File: src/sv/metf_size_ram.sv
// ----------------------------------------------------------------------------
// metf_size_ram
// Facet vertex counts: a synchronous memory that is swept to zero after reset.
// ----------------------------------------------------------------------------
module metf_size_ram #(
    parameter int DEPTH = 256,
    parameter int WIDTH = 5
) (
    input  logic                     i_clk,
    input  logic                     i_rst_n,
    input  logic                     i_we,
    input  logic [$clog2(DEPTH)-1:0] i_waddr,
    input  logic [WIDTH-1:0]         i_wdata,
    input  logic                     i_re,
    input  logic [$clog2(DEPTH)-1:0] i_raddr,
    output logic [WIDTH-1:0]         o_rdata,
    output logic                     o_clr_busy
);

    localparam int AW = $clog2(DEPTH);

    logic [WIDTH-1:0] r_mem [DEPTH];
    logic [WIDTH-1:0] r_rdata;
    logic             r_clr_busy;
    logic [AW-1:0]    r_clr_addr;

    // Clearing pass: one entry per cycle from reset until the last entry.
    always_ff @(posedge i_clk) begin
        if (!i_rst_n) begin
            r_clr_busy <= 1'b1;
            r_clr_addr <= '0;
        end else if (r_clr_busy) begin
            r_clr_addr <= r_clr_addr + AW'(1);
            if (r_clr_addr == AW'(DEPTH - 1)) begin
                r_clr_busy <= 1'b0;
            end
        end
    end

    // Write port, shared between the clearing pass and count loads.
    always_ff @(posedge i_clk) begin
        if (r_clr_busy) begin
            r_mem[r_clr_addr] <= '0;
        end else if (i_we) begin
            r_mem[i_waddr] <= i_wdata;
        end
    end

    // Read port; the data holds until the next read.
    always_ff @(posedge i_clk) begin
        if (i_re) begin
            r_rdata <= r_mem[i_raddr];
        end
    end

    assign o_rdata    = r_rdata;
    assign o_clr_busy = r_clr_busy;

endmodule

File: config.mk
export PLATFORM = sky130hd
export DESIGN_NAME = metf_size_ram
export DESIGN_NICKNAME = d
export VERILOG_FILES = /design/src/sv/metf_size_ram.sv
export SDC_FILE = /design/constraint.sdc
export NUM_CORES = 1
export LEC_CHECK = 0
export ABC_AREA = 1
export BUFFER_PORTS_ARGS = -buffer_cell sky130_fd_sc_hd__buf_2
export CAP_MARGIN = 10
export CORE_ASPECT_RATIO = 0.5
export CORE_MARGIN = 4
export CORE_UTILIZATION = 35
export CTS_BUF_LIST = sky130_fd_sc_hd__clkbuf_2
export DETAILED_ROUTE_END_ITERATION = 8
export GPL_TIMING_DRIVEN = 0
export REMOVE_ABC_BUFFERS = 1
export SYNTH_ARGS = -nofsm -noshare
export SYNTH_HDL_FRONTEND = slang
export SYNTH_SLANG_ARGS = --single-unit
File: constraint.sdc
create_clock -name i_clk -period 11.96 [get_ports i_clk]
set_input_delay 1.794 -clock i_clk [delete_from_list [all_inputs] [get_ports i_clk]]
set_output_delay 1.794 -clock i_clk [all_outputs]
set_load 0.01 [all_outputs]
==> impl_metrics.json, run 1 <==
{
  "final_area_um2": 58600,
  "pwr-share-comb_pct": 6.0,
  "placed_area_um2": 55900,
  "area_growth_pct": 10.1,
  "final_hold_viol_count": 0,
  "peakVddDrop_mv": 0.0935,
  "clock_power_share_pct": 33.7,
  "required_ns": 13.34,
  "wl_per_cell_um": 19.9,
  "drc": 0,
  "p_sw_share_pct": 25.1,
  "hp-class": "in -> reg",
  "critPathLaunch": "i_raddr[0]",
  "rows": 100,
  "ys_seq_elements": 1294,
  "ioPinCount": 31,
  "dieArea_um2": 159000,
  "worstSetupPathType": "in -> reg",
  "wl_um": 138000,
  "syn_area_um2": 53200,
  "grt_pass1_vias": 35594,
  "power_leakage_nw": 20.3,
  "synth_edf_count": 1285,
  "layout_commonest_cell": "nand2_1",
  "avgSynthCellArea_um2": 11.5,
  "seq_area_frac_synth_pct": 72.9,
  "clock-sinks": 1294,
  "clock.fmax_ghz": 0.214,
  "insertion_delay_ns": 1.58,
  "grt_max_degree": 173,
  "arrival_ns": 6.05,
  "die_w_um": 559,
  "period_needed_ns": 4.67,
  "netlist_instances": 4636,
  "cts_root_buf": "clkbuf_2",
  "postCtsSetupRepairBufs": 0,
  "clock_skew_ns": 0.0912,
  "cts_max_path_buffers": 4,
  "finalSetupTns_ns": 0,
  "num_vias": 35763,
  "ant_nets": 0,
  "port-buffer-count": 30,
  "drive_gt1_share_pct": 12.2,
  "mostFrequentLayoutCells": "nand2_1 (1392), edfxtp_1 (1285), nand3_1 (1231)",
  "num-nets-final": 4761,
  "async_flop_share_pct": 0,
  "grt_pass1_wl_um": 211000,
  "internal_power_mw": 6.10,
  "critPathCaptureType": "flop",
  "yosysWarnings": 0,
  "clkTransAtPathRegs_ns": 0.10,
  "pwr-share-seq_pct": 60.2,
  "dp_hpwl_um": 81100,
  "maxSlewHeadroom_pct": 16.9,
  "drtPass1Iterations": 5,
  "critPathMaxFanout": 172,
  "worst_pin_slew_ns": 1.25,
  "antenna_found_initial": 8,
  "rsz0062_at_grt": "false",
  "power_density_nw_per_um2": 139,
  "setup_viol": 0,
  "ctsHoldBuffers": 0,
  "hold_start": "i_rst_n",
  "core_area_um2": 150000,
  "initialDrtViolationCount": 3447,
  "start_util_pct": 35.5,
  "cts_tree": "built",
  "grt_usage_pct": 17.1,
  "finalCritPeriodShare_pct": 39.0,
  "switchingPower_mw": 2.05,
  "gp_congestion": 0.786,
  "reg2reg_from": "o_clr_busy",
  "synth_cell_types": 26,
  "synthFlopType": "edfxtp_1",
  "dieHeight_um": 284,
  "cts.htree.levels": 5,
  "cts_resized": 0,
  "cts-buffers-inserted": 320,
  "final_max_slew_viol_count": 0,
  "viasPerCell": 5.16,
  "status": "finished clean",
  "report.power.total_mw": 8.15,
  "maxCapViolCount": 0,
  "gr-total-overflow": 0,
  "start_kind": "input port"
}
## metrics by stage
stage	util (%)	hold slack (ns)	std cells	setup slack (ns)
6_report	39.1	0.491	6928	7.29
5_1_grt	39.1	0.375	6928	7.09
4_1_cts	39.1	0.252	6924	7.54
3_5_place_dp	37.3	0.495	6402	5.79
3_3_place_gp	36.3	0.475	6342	-23.46
2_1_floorplan	-	0.457	4323	2.60
## state kept, by name (all words and copies together) (netlist names)
signal and flops:
r_clr_addr 8, o_rdata 5, r_mem 1280, o_clr_busy 1
## path summary, 6_finish.rpt
kind / cells after the start / endpoint / slack (ns)
worst max-delay path: 16 / o_rdata[4] / 7.29
worst min-delay path: 2 / o_clr_busy / 0.49
worst max register to register: 10 / r_mem[6][3] / 8.59
worst min register to register: 2 / r_clr_addr[5] / 0.52
## critical path, cell delays in order
cell     delay, ns
buf_8         0.24
buf_16        0.34
inv_8         0.34
buf_16        0.39
buf_16        0.45
buf_16        0.53
nand2_1       0.10
nand3_1       0.10
nand3_1       0.09
nand3_1       0.16
nand3_1       0.26
nand2_1       0.17
nand2_1       0.06
nand3_1       0.16
nand3_1       0.18
nand2_1       0.18
## synth_stat cells (all sizes together) (3+ instances only)
library cell	n	area, um2
buf	185	891
o21ai	14	88.8
a21oi	5	25.0
inv	55	206
clkbuf	128	480
nand2	1413	5320
nor3	6	35.0
dfxtp	9	180
nand3	1232	6170
clkinv	3	11.3
edfxtp	1285	38600
nor2	297	1150
## cells by family after synthesis
| group | count (synthesis) | synth area share, % |
|---|---|---|
| AO/OA/AOI/OAI | 20 | 0.226 |
| adder cells (fa/ha/maj) | 1 | 0.0235 |
| buffers and inverters | 371 | 2.99 |
| flip-flops | 1294 | 72.9 |
| AND/OR/NAND/NOR | 2950 | 23.9 |
## per-layer routing
metal / vias up / routed length, um / GRT usage [%]
met5: - / 11 / 0
met1: 17214 / 58300 / 22.7
met3: 284 / 11000 / 3.24
met2: 1593 / 64700 / 27.7
met4: 2 / 4140 / 6.85
li1: 16670 / - / -
## power groups by stage
stage	Sequential (mW)	Combinational, mW	Clock (mW)
4_1_cts	4.91	0.488	2.82
3_3_place_gp	5.01	0.551	0
3_5_place_dp	5.01	0.487	0
2_1_floorplan	5.02	0.303	0
6_report	4.91	0.492	2.75
5_1_grt	4.91	0.542	3.07
## area by class of cell
type / count / area (um2)
clock buffer: 448 / 2240
inverter: 58 / 238
antenna: 4 / 10.0
tap: 1989 / 2490
clock inverter: 74 / 367
timing repair buffer: 90 / 1550
fill: 14363 / 91300
sequential: 1294 / 38800
multi-input combinational: 2971 / 12900
No activity file was read; power rests on OpenSTA's default activity.
==> inputs of run 2 (changes only) <==
==> constraint.sdc (replaced) <==
create_clock -name i_clk -period 4.82 [get_ports i_clk]
set_input_delay 0.723 -clock i_clk [delete_from_list [all_inputs] [get_ports i_clk]]
set_output_delay 0.723 -clock i_clk [all_outputs]
set_load 0.01 [all_outputs]
==> run 2 against run 1 <==
Net effect: register-to-register slack worse by 7.1 ns; largest cell class unchanged; die area is the same; first-iteration DRC count rose by 1.5%; hold slack got worse by 0.28 ns; clock power increased by 150%; highest routed layer unchanged.
==> impl_metrics.json, run 2 (synthesis gave the netlist of run 1 again) <==
{
  "cts.htree.levels": 5,
  "cts-buffers-inserted": 320,
  "pwr-share-seq_pct": 60.2,
  "cts_tree": "built",
  "gr-total-overflow": 0,
  "setup_viol": 0,
  "dieHeight_um": 284,
  "rsz0062_at_grt": "false",
  "cts_max_path_buffers": 4,
  "drive_gt1_share_pct": 12.1,
  "worstSetupPathType": "in -> reg",
  "switchingPower_mw": 5.09,
  "maxSlewHeadroom_pct": 17.7,
  "critPathCaptureType": "flop",
  "insertion_delay_ns": 1.58,
  "peakVddDrop_mv": 0.232,
  "maxCapViolCount": 0,
  "port-buffer-count": 30,
  "required_ns": 6.21,
  "worst_pin_slew_ns": 1.24,
  "pre_cts_ws_ns": -0.283,
  "rows": 100,
  "finalCritPeriodShare_pct": 96.3,
  "p_sw_share_pct": 25.1,
  "mostFrequentLayoutCells": "nand2_1 (1392), edfxtp_1 (1285), nand3_1 (1231)",
  "power_leakage_nw": 20.5,
  "hold_path_depth": 5,
  "arrival_ns": 6.03,
  "fin_cells": 6956,
  "grt_pass1_vias": 35760,
  "layout_commonest_cell": "nand2_1",
  "r2r_slack_ns": 1.45,
  "worstReg2RegEnd": "r_mem[6][4]",
  "period_needed_ns": 4.64,
  "clock.fmax_ghz": 0.216,
  "clock-sinks": 1294,
  "clock_skew_ns": 0.0869,
  "num_vias": 35853,
  "wl_per_cell_um": 20.0,
  "start_kind": "input port",
  "ant_nets": 0,
  "largest-register": "r_mem",
  "initialDrtViolationCount": 3497,
  "start_util_pct": 35.5,
  "final_max_slew_viol_count": 0,
  "hold_start": "i_waddr[4]",
  "ioPinCount": 31,
  "rr_worst_depth": 10,
  "grt_max_degree": 173,
  "gp_congestion": 0.786,
  "dieArea_um2": 159000,
  "grt_usage_pct": 17.2,
  "dp_hpwl_um": 81100,
  "wl_um": 139000,
  "internal_power_mw": 15.2,
  "viasPerCell": 5.15,
  "area_growth_pct": 10.7,
  "die_w_um": 559,
  "power_density_nw_per_um2": 344,
  "setup_slack_ns": 0.180,
  "largest_reg_flops": 1280,
  "clock_power_share_pct": 33.7,
  "hold_slack_ns": 0.211,
  "dpl.cell_count": 6402,
  "final_hold_viol_count": 0,
  "drtPass1Iterations": 6,
  "drc": 0,
  "cts_root_buf": "clkbuf_2",
  "postCtsSetupRepairBufs": 0,
  "core_area_um2": 150000,
  "critPathMaxFanout": 172,
  "pwr-share-comb_pct": 6.1,
  "grt_pass1_wl_um": 212000,
  "status": "finished clean",
  "reg2reg_from": "o_clr_busy",
  "hp-class": "in -> reg",
  "antenna_found_initial": 7,
  "clkTransAtPathRegs_ns": 0.10,
  "whs_endpoint": "r_mem[183][4]",
  "num-nets-final": 4790
}
[run 2: worst max-delay path by stage]
| stage | depth (start not counted) | endpoint | from |
|---|---|---|---|
| 2_1_floorplan | 2 | r_mem[0][0] | i_we |
| 4_1_cts | 18 | o_rdata[0] | i_raddr[0] |
| 3_5_place_dp | 16 | o_rdata[4] | i_raddr[0] |
| 3_3_place_gp | 12 | o_rdata[2] | i_raddr[0] |
| 5_1_grt | 18 | o_rdata[0] | i_raddr[0] |
| 6_report | 18 | o_rdata[0] | i_raddr[0] |
[run 2: cell type report]
| type | count | area (um2) |
|---|---|---|
| clock buffers | 448 | 2240 |
| flip-flops and latches | 1294 | 38800 |
| multi-input cells | 2971 | 12900 |
| repair buffers | 119 | 1840 |
| fillers | 14339 | 91000 |
| clock inverters | 74 | 367 |
| well taps | 1989 | 2490 |
| diodes | 3 | 7.51 |
| inverters | 58 | 238 |
[run 2: power by group through the flow]
stage / Combinational, mW / Clock [mW] / Sequential [mW]
after detailed placement: 1.20 / 0 / 12.4
after CTS: 1.22 / 7.00 / 12.2
after floorplan: 0.743 / 0 / 12.4
after global placement: 1.35 / 0 / 12.4
after global routing: 1.36 / 7.61 / 12.2
final: 1.24 / 6.83 / 12.2
[run 2: stage by stage]
step | total power, mW | TNS, ns | instance area [um2] | util [%]
after global placement | 13.8 | - | 54400 | 36.3
after detailed placement | 13.6 | -1.35 | 55900 | 37.3
after global routing | 21.2 | 0 | 58900 | 39.3
after CTS | 20.4 | 0 | 58800 | 39.3
final | 20.3 | 0 | 58900 | 39.3
after floorplan | 13.2 | -4452.62 | 51800 | -
[run 2: timing repair]
action / in CTS / in global routing
hold buffers: 29 / 0
hold endpoints to repair: 1241 / 0
resized for setup: 0 / 0
[run 2: metal layers]
metal  global-route usage, %  wire length [um]  up-vias
li1                        -                 -    16726
met2                    27.8             64900     1556
met1                    22.8             58300    17272
met5                       0                11        -
met3                    3.18             11200      297
met4                    7.13              4360        2
[run 2: critical path, cell delays in order]
cell,delay (ns)
buf_8,0.24
buf_16,0.35
inv_8,0.34
buf_16,0.40
buf_16,0.47
buf_16,0.54
nand2_1,0.10
nand3_1,0.12
nand3_1,0.09
nand3_1,0.17
nand3_1,0.24
nand2_1,0.15
nand2_1,0.06
nand3_1,0.17
nand3_1,0.13
dlygate4sd3_1,0.59
nand2_1,0.11
dlygate4sd3_1,0.58
