`config.mk`:
```
export PLATFORM = sky130hd
export DESIGN_NAME = metf_walker
export DESIGN_NICKNAME = d
export VERILOG_FILES = /design/src/sv/metf_pkg.sv /design/src/sv/metf_walker.sv
export SDC_FILE = /design/constraint.sdc
export NUM_CORES = 1
export LEC_CHECK = 0
export BUFFER_PORTS_ARGS = -buffer_cell sky130_fd_sc_hd__buf_2
export CORE_MARGIN = 5
export CORE_UTILIZATION = 54
export CTS_BUF_LIST = sky130_fd_sc_hd__clkbuf_4 sky130_fd_sc_hd__clkbuf_8
export DETAILED_ROUTE_END_ITERATION = 7
export PLACE_DENSITY = 0.75
export SLEW_MARGIN = 25
export SYNTH_ARGS = -nofsm -noshare
export SYNTH_HDL_FRONTEND = slang
export SYNTH_SLANG_ARGS = --single-unit
```
`constraint.sdc`:
```
create_clock -name i_clk -period 7.8 [get_ports i_clk]
set_input_delay 0.39 -clock i_clk [delete_from_list [all_inputs] [get_ports i_clk]]
set_output_delay 0.39 -clock i_clk [all_outputs]
set_load 0.01 [all_outputs]
```
`src/sv/metf_pkg.sv`:
```
// ----------------------------------------------------------------------------
// metf_pkg
// Shared codes, field widths and the result item type of the edge twin finder.
// ----------------------------------------------------------------------------
package metf_pkg;

    // Field widths of the input item, the result item and the register.
    localparam int OP_W     = 2;
    localparam int FACET_W  = 8;
    localparam int SLOT_W   = 4;
    localparam int VID_W    = 16;
    localparam int COUNT_W  = 5;
    localparam int CFG_W    = 9;
    localparam int POS_W    = 4;

    // Operation codes carried in the op field.
    localparam logic [OP_W-1:0] OP_WRITE_VERTEX = 2'd0;
    localparam logic [OP_W-1:0] OP_SET_COUNT    = 2'd1;
    localparam logic [OP_W-1:0] OP_QUERY        = 2'd2;

    // One result item, as it leaves the edge walker.
    typedef struct packed {
        logic [POS_W-1:0]   edge_position;
        logic [FACET_W-1:0] neighbor_facet;
        logic [POS_W-1:0]   neighbor_position;
        logic               found;
        logic               last;
    } t_result;

endpackage

```
`src/sv/metf_walker.sv`:
```
// ----------------------------------------------------------------------------
// metf_walker
// Query sequencer: for each edge of the queried facet, scans the other facets
// slot by slot through the two memories and issues one result item; an empty or out-of-range facet gives a single item.
// ----------------------------------------------------------------------------
module metf_walker #(
    parameter int MAX_FACETS  = 256,
    parameter int MAX_VERTS   = 16,
    parameter int VERTEX_BITS = 16
) (
    input  logic                                       i_clk,
    input  logic                                       i_rst_n,
    // Query start, taken only while idle.
    input  logic                                       i_start,
    input  logic [metf_pkg::FACET_W-1:0]               i_facet,
    input  logic [metf_pkg::CFG_W-1:0]                 i_facets_in_use,
    output logic                                       o_busy,
    // Facet size memory read port.
    output logic                                       o_size_re,
    output logic [$clog2(MAX_FACETS)-1:0]              o_size_raddr,
    input  logic [$clog2(MAX_VERTS+1)-1:0]             i_size_rdata,
    // Vertex memory read port.
    output logic                                       o_vtx_re,
    output logic [$clog2(MAX_FACETS*MAX_VERTS)-1:0]    o_vtx_raddr,
    input  logic [VERTEX_BITS-1:0]                     i_vtx_rdata,
    // Result channel.
    output logic                                       o_res_valid,
    output metf_pkg::t_result                          o_res,
    input  logic                                       i_res_stall
);

    localparam int FW = $clog2(MAX_FACETS);
    localparam int JW = FW + 1;
    localparam int SW = $clog2(MAX_VERTS);
    localparam int CW = $clog2(MAX_VERTS + 1);
    localparam int AW = $clog2(MAX_FACETS * MAX_VERTS);

    localparam logic [2:0] S_IDLE = 3'd0;
    localparam logic [2:0] S_QSZ  = 3'd1;
    localparam logic [2:0] S_RD0  = 3'd2;
    localparam logic [2:0] S_RD1  = 3'd3;
    localparam logic [2:0] S_RD2  = 3'd4;
    localparam logic [2:0] S_FSZ  = 3'd5;
    localparam logic [2:0] S_SCAN = 3'd6;
    localparam logic [2:0] S_RES  = 3'd7;

    logic [2:0]             r_state;
    logic [FW-1:0]          r_qf;
    logic                   r_qok;
    logic [JW-1:0]          r_limit;
    logic [CW-1:0]          r_n;
    logic [SW-1:0]          r_e;
    logic [VERTEX_BITS-1:0] r_v0;
    logic [VERTEX_BITS-1:0] r_v1;
    logic [JW-1:0]          r_j;
    logic [CW-1:0]          r_k;
    logic [VERTEX_BITS-1:0] r_prev;
    logic [VERTEX_BITS-1:0] r_first;
    logic                   r_hit;
    logic [FW-1:0]          r_nb;
    logic [SW-1:0]          r_pos;
    logic                   r_ovalid;
    metf_pkg::t_result      r_out;

    logic [CW-1:0]          w_e1;
    logic [SW-1:0]          w_enx;
    logic [CW-1:0]          w_nj;
    logic [VERTEX_BITS-1:0] w_first;
    logic                   w_pair_hit;
    logic                   w_wrap_hit;
    logic                   w_load;
    logic                   w_last;

    // Vertex memory address of a slot in a facet.
    function automatic logic [AW-1:0] vaddr(input logic [FW-1:0] fac,
                                            input logic [SW-1:0] slot);
        vaddr = AW'(AW'(fac) * AW'(MAX_VERTS) + AW'(slot));
    endfunction

    // Edge end slot, wrapping to slot zero.
    assign w_e1  = CW'(r_e) + CW'(1);
    assign w_enx = (w_e1 < r_n) ? SW'(w_e1) : '0;

    // Scan comparisons on the slot whose data has just arrived.
    assign w_nj       = i_size_rdata;
    assign w_first    = (r_k == CW'(1)) ? i_vtx_rdata : r_first;
    assign w_pair_hit = (r_k >= CW'(2)) && (r_prev == r_v1) && (i_vtx_rdata == r_v0);
    assign w_wrap_hit = (r_k == w_nj) && (i_vtx_rdata == r_v1) && (w_first == r_v0);

    // Result hand-off into the output register.
    assign w_last = (r_n == '0) || (w_e1 == r_n);
    assign w_load = (r_state == S_RES) && (!r_ovalid || !i_res_stall);

    // Memory read requests.
    always_comb begin
        o_size_re    = 1'b0;
        o_size_raddr = r_j[FW-1:0];
        o_vtx_re     = 1'b0;
        o_vtx_raddr  = vaddr(r_j[FW-1:0], SW'(r_k));
        unique case (r_state)
            S_IDLE: begin
                o_size_re    = i_start;
                o_size_raddr = FW'(i_facet);
            end
            S_RD0: begin
                o_vtx_re    = 1'b1;
                o_vtx_raddr = vaddr(r_qf, r_e);
            end
            S_RD1: begin
                o_vtx_re    = 1'b1;
                o_vtx_raddr = vaddr(r_qf, w_enx);
            end
            S_FSZ: begin
                o_size_re = (r_j < r_limit) && (r_j[FW-1:0] != r_qf);
            end
            S_SCAN: begin
                o_vtx_re = (r_k < w_nj);
            end
            default: begin
            end
        endcase
    end

    // Sequencer.
    always_ff @(posedge i_clk) begin
        if (!i_rst_n) begin
            r_state <= S_IDLE;
        end else begin
            unique case (r_state)
                S_IDLE: begin
                    if (i_start) begin
                        r_qf    <= FW'(i_facet);
                        r_qok   <= 32'(i_facet) < 32'(MAX_FACETS);
                        r_limit <= (32'(i_facets_in_use) > 32'(MAX_FACETS)) ?
                                   JW'(MAX_FACETS) : JW'(i_facets_in_use);
                        r_state <= S_QSZ;
                    end
                end
                S_QSZ: begin
                    r_n   <= r_qok ? i_size_rdata : '0;
                    r_e   <= '0;
                    r_hit <= 1'b0;
                    if (!r_qok || i_size_rdata == '0) begin
                        r_state <= S_RES;
                    end else begin
                        r_state <= S_RD0;
                    end
                end
                S_RD0: begin
                    r_state <= S_RD1;
                end
                S_RD1: begin
                    r_v0    <= i_vtx_rdata;
                    r_state <= S_RD2;
                end
                S_RD2: begin
                    r_v1    <= i_vtx_rdata;
                    r_j     <= '0;
                    r_hit   <= 1'b0;
                    r_state <= S_FSZ;
                end
                S_FSZ: begin
                    r_k <= '0;
                    if (r_j >= r_limit) begin
                        r_state <= S_RES;
                    end else if (r_j[FW-1:0] == r_qf) begin
                        r_j <= r_j + JW'(1);
                    end else begin
                        r_state <= S_SCAN;
                    end
                end
                S_SCAN: begin
                    if (w_nj == '0) begin
                        r_j     <= r_j + JW'(1);
                        r_state <= S_FSZ;
                    end else begin
                        r_k <= r_k + CW'(1);
                        if (r_k != '0) begin
                            r_prev  <= i_vtx_rdata;
                            r_first <= w_first;
                        end
                        priority if (w_pair_hit) begin
                            r_hit   <= 1'b1;
                            r_nb    <= r_j[FW-1:0];
                            r_pos   <= SW'(r_k - CW'(1));
                            r_state <= S_RES;
                        end else if (w_wrap_hit) begin
                            r_hit   <= 1'b1;
                            r_nb    <= r_j[FW-1:0];
                            r_pos   <= '0;
                            r_state <= S_RES;
                        end else if (r_k == w_nj) begin
                            r_j     <= r_j + JW'(1);
                            r_state <= S_FSZ;
                        end else begin
                        end
                    end
                end
                S_RES: begin
                    if (w_load) begin
                        if (w_last) begin
                            r_state <= S_IDLE;
                        end else begin
                            r_e     <= SW'(w_e1);
                            r_state <= S_RD0;
                        end
                    end
                end
                default: begin
                    r_state <= S_IDLE;
                end
            endcase
        end
    end

    // Output register: loaded when empty or when its item is being taken.
    always_ff @(posedge i_clk) begin
        if (!i_rst_n) begin
            r_ovalid <= 1'b0;
        end else if (w_load) begin
            r_ovalid <= 1'b1;
        end else if (!i_res_stall) begin
            r_ovalid <= 1'b0;
        end
    end

    always_ff @(posedge i_clk) begin
        if (w_load) begin
            r_out.edge_position     <= metf_pkg::POS_W'(r_e);
            r_out.neighbor_facet    <= r_hit ? metf_pkg::FACET_W'(r_nb) : '0;
            r_out.neighbor_position <= r_hit ? metf_pkg::POS_W'(r_pos) : '0;
            r_out.found             <= r_hit;
            r_out.last              <= w_last;
        end
    end

    assign o_busy      = (r_state != S_IDLE);
    assign o_res_valid = r_ovalid;
    assign o_res       = r_out;

    // A query is only started while the sequencer is idle.
    a_start_idle: assert property (@(posedge i_clk) disable iff (!i_rst_n)
        i_start |-> r_state == S_IDLE)
        else $error("query started while walker busy");

    // The slot counter never runs past the scanned facet's size.
    a_scan_bound: assert property (@(posedge i_clk) disable iff (!i_rst_n)
        r_state == S_SCAN |-> r_k <= w_nj)
        else $error("scan slot counter past facet size");

    // The facet counter never runs past the search limit.
    a_facet_bound: assert property (@(posedge i_clk) disable iff (!i_rst_n)
        r_state == S_FSZ |-> r_j <= r_limit)
        else $error("facet counter past search limit");

    // After the final result of a query the walker returns to idle.
    a_last_idle: assert property (@(posedge i_clk) disable iff (!i_rst_n)
        w_load && w_last |=> r_state == S_IDLE && r_ovalid)
        else $error("walker not idle after final result");

endmodule

```
==> impl_metrics.toml <==
[global_route]
grt_pass1_vias = 4544
grt_pass1_wl_um = 22600
antenna_found_initial = 0
grt_max_degree = 33
grt_overflow_total = 0
grt.total_usage = 0.196

[final_layout]
nFillCells = 1001
insertedDiodeCount = 0
final_layout_size_suffix_gt1_frac = 0.203
regArea_um2 = 4130
final_nets = 744
multi_input_area_um2 = 2660
areaGrowthSynthToFinish_pct = 14.6

[power_and_ir_drop]
p_leak_nw = 3.12
clock_power_share = 0.364
p_sw_mw = 0.407
power.share.combinational = 0.119
swShare = 0.244
power.density_nw_per_um2 = 208
seq_power_share = 0.518
internal_power_mw = 1.26
irDropWorstVdd_uv = 143

[critical_path]
cp_slowest_cell = "or4b_2"
startpoint_type = "register"
critPathArrivalTime_ns = 3.42
reg2reg_depth = 8
critPathTopFamily = "simple AND/OR/NAND/NOR gates"
worstSetupPathType = "register to output port"
worst-path-buf-inv = 1
rrSetupSlack_ns = 4.15
r2r_start = "r_k[1]$_SDFFCE_PN0P_"
rr_endpoint = "r_nb[4]$_DFFE_PP_"
slowest_delay_ns = 0.67
critPathCaptureType = "output port"
worstPathCellList = "ha_1, ha_1, nor2b_1, o21a_1, o21a_1, o21ai_0, or4b_2, nor3b_1, a221o_1, buf_2"
path_max_fanout = 7
worst_ep_required_time_ns = 7.41

[yosys]
yosys_register_bits = 139
ys_async_sr_fraction = 0
synthCells = 587
syn_area_per_cell_um2 = 11.9
synth_area_um2 = 7000
ys.flop_type = "edfxtp_1"
ys_types = 58
synth.net_count = 655
ys_warn_count = 0
synth-edff-count = 135
yosysSeqAreaShare = 0.591

[floorplanning]
pin_count = 84
initial_core_util = 0.552
die_w_um = 124
rows = 41
fp.coreArea_um2 = 12700
die-area_um2 = 15300
die_h_um = 124

[placed_design]
dpl_worst_slack_ns = 3.92
portBuffers = 83
place_congestion = 0.871
dp_hpwl_um = 10500

[timing]
slew_viol_final = 0
finalCritPeriodShare = 0.489
tightest_slew_ns = 0.838
period_needed_ns = 3.81
setup_tns_ns = 0
setup_slack_ns = 3.99
slew_headroom = 0.442
fmax_mhz = 262
hold_violations = 0
rsz0062_at_grt = "false"
worst_clock_skew_ns = 0.0109
setup_violations = 0

[cts]
clkTransAtPathRegs_ns = 0.07
root_buffer = "clkbuf_8"
clkLatencyLatePin_ns = 0.45
cts_setup_buffers = 0
clkSinkCount = 139
hold_buffers = 0
cts_made_buffers = 17
post_cts_resized = 0
cts_tree = "done"
htreeDepth = 4
cts_max_path_buffers = 2

[routing]
viasPerCell = 5.45
ant_nets = 0
wl_per_cell_um = 16.5
routed_wl_um = 14200
post-route-drc-count = 0
first_iter_violations = 361
drt_pass1_iterations = 5
vias = 4694

[hold_path]
min_to = "r_qf[3]$_DFFE_PP_"
hold_path_class = "primary input to register"
hp-start = "i_facet[3]"
holdPathStages = 1

[job]
max-cap-violations = 0

[run_status]
status = "completed"
==> worst max-delay path by stage <==
stage	depth (start not counted)	endpoint	slack [ns]	start
finish	10	o_vtx_raddr[2]	3.99	r_e[0]$_SDFFCE_PN0P_
global route	10	o_vtx_raddr[2]	3.82	r_e[0]$_SDFFCE_PN0P_
global placement	8	r_nb[3]$_DFFE_PP_	4.01	r_k[1]$_SDFFCE_PN0P_
CTS	8	r_nb[6]$_DFFE_PP_	3.88	r_k[1]$_SDFFCE_PN0P_
detailed placement	8	r_nb[4]$_DFFE_PP_	3.92	r_k[1]$_SDFFCE_PN0P_
floorplan	9	r_nb[0]$_DFFE_PP_	4.51	r_k[1]$_SDFFCE_PN0P_
==> cells in the mapped netlist, drive strengths merged, types with 2 or more instances <==
master | count | area [um2]
nor3 | 11 | 55.1
nor2b | 15 | 93.8
inv | 34 | 128
and3 | 6 | 37.5
a211oi | 3 | 22.5
and2 | 13 | 81.3
or4 | 3 | 22.5
mux2 | 10 | 116
a2111oi | 5 | 70.1
o211ai | 4 | 30.0
or3 | 2 | 12.5
o21a | 4 | 30.0
a21o | 3 | 22.5
nand3 | 14 | 70.1
nand4 | 9 | 56.3
a41oi | 2 | 17.5
o21ai | 10 | 50.0
buf | 8 | 55.1
dfxtp | 4 | 80.1
edfxtp | 135 | 4050
nor2 | 44 | 165
nand2b | 6 | 37.5
nor4 | 9 | 56.3
xnor2 | 28 | 245
nor3b | 4 | 30.0
clkbuf | 11 | 41.3
nand2 | 76 | 285
xor2 | 47 | 412
o22ai | 3 | 18.8
a22oi | 4 | 30.0
ha | 26 | 325
a21oi | 15 | 75.1
or4b | 2 | 23.8
==> registers in the layout (all words and copies together) (netlist names), 5 cells and up <==
register	cells
o_res	18
r_qf	8
r_v1	16
r_prev	16
r_v0	16
r_k	5
r_first	16
r_j	9
r_nb	8
r_n	5
r_limit	9
==> layout by cell type, fill, tap and decap left out, types with 13 or more instances in the layout <==
| master | n |
|---|---|
| xor2_1 | 47 |
| buf_2 | 83 |
| edfxtp_1 | 135 |
| nor2_1 | 44 |
| clkbuf_8 | 18 |
| ha_1 | 26 |
| inv_1 | 34 |
| xnor2_1 | 28 |
| nand2_1 | 76 |
| and2_1 | 13 |
| nor2b_1 | 15 |
| a21oi_1 | 13 |
| nand3_1 | 14 |
==> power groups by stage <==
stage | clock network [mW] | registers, mW | logic (mW)
final | 0.607 | 0.864 | 0.198
after floorplan | 0 | 0.867 | 0.131
after detailed placement | 0 | 0.880 | 0.197
after global placement | 0 | 0.879 | 0.192
after global routing | 0.658 | 0.866 | 0.218
after CTS | 0.619 | 0.864 | 0.199
==> area by class of cell <==
cell class | count | area share
clock buffer | 22 | 0.0346
sequential | 139 | 0.515
multi-input combinational | 394 | 0.332
tap | 172 | 0.0268
timing repair buffer | 89 | 0.0574
inverter | 35 | 0.0164
clock inverter | 10 | 0.0179
==> routing by layer <==
| metal | vias up | global-route usage | routed length (um) |
|---|---|---|---|
| met5 | - | 0 | 0 |
| met4 | 0 | 0.0872 | 346 |
| met3 | 34 | 0.0445 | 676 |
| met2 | 156 | 0.319 | 6870 |
| met1 | 2220 | 0.251 | 6310 |
| li1 | 2284 | - | - |
==> kinds of logic (layout without fill, tap and decap cells) <==
| group | count (synthesis) | after routing | share of synthesized area |
|---|---|---|---|
| AO/OA/AOI/OAI | 67 | 67 | 0.0706 |
| XOR/XNOR | 75 | 75 | 0.0938 |
| adder cells (fa/ha/maj) | 26 | 26 | 0.0465 |
| buffers and inverters | 54 | 156 | 0.0325 |
| flip-flops | 139 | 139 | 0.591 |
| multiplexers | 10 | 10 | 0.0166 |
| AND/OR/NAND/NOR | 216 | 216 | 0.149 |
==> through the flow <==
| step | total power [mW] | utilization | std cells | hold WS, ns | instance area, um2 |
|---|---|---|---|---|---|
| 2_1_floorplan | 0.998 | - | 587 | 0.452 | 7000 |
| 3_3_place_gp | 1.07 | 0.599 | 829 | 0.506 | 7590 |
| 3_5_place_dp | 1.08 | 0.600 | 829 | 0.504 | 7600 |
| 4_1_cts | 1.68 | 0.633 | 861 | 0.103 | 8020 |
| 5_1_grt | 1.74 | 0.633 | 861 | 0.0938 | 8030 |
| 6_report | 1.67 | 0.633 | 861 | 0.129 | 8030 |
Power figures use the tool's default switching activity.
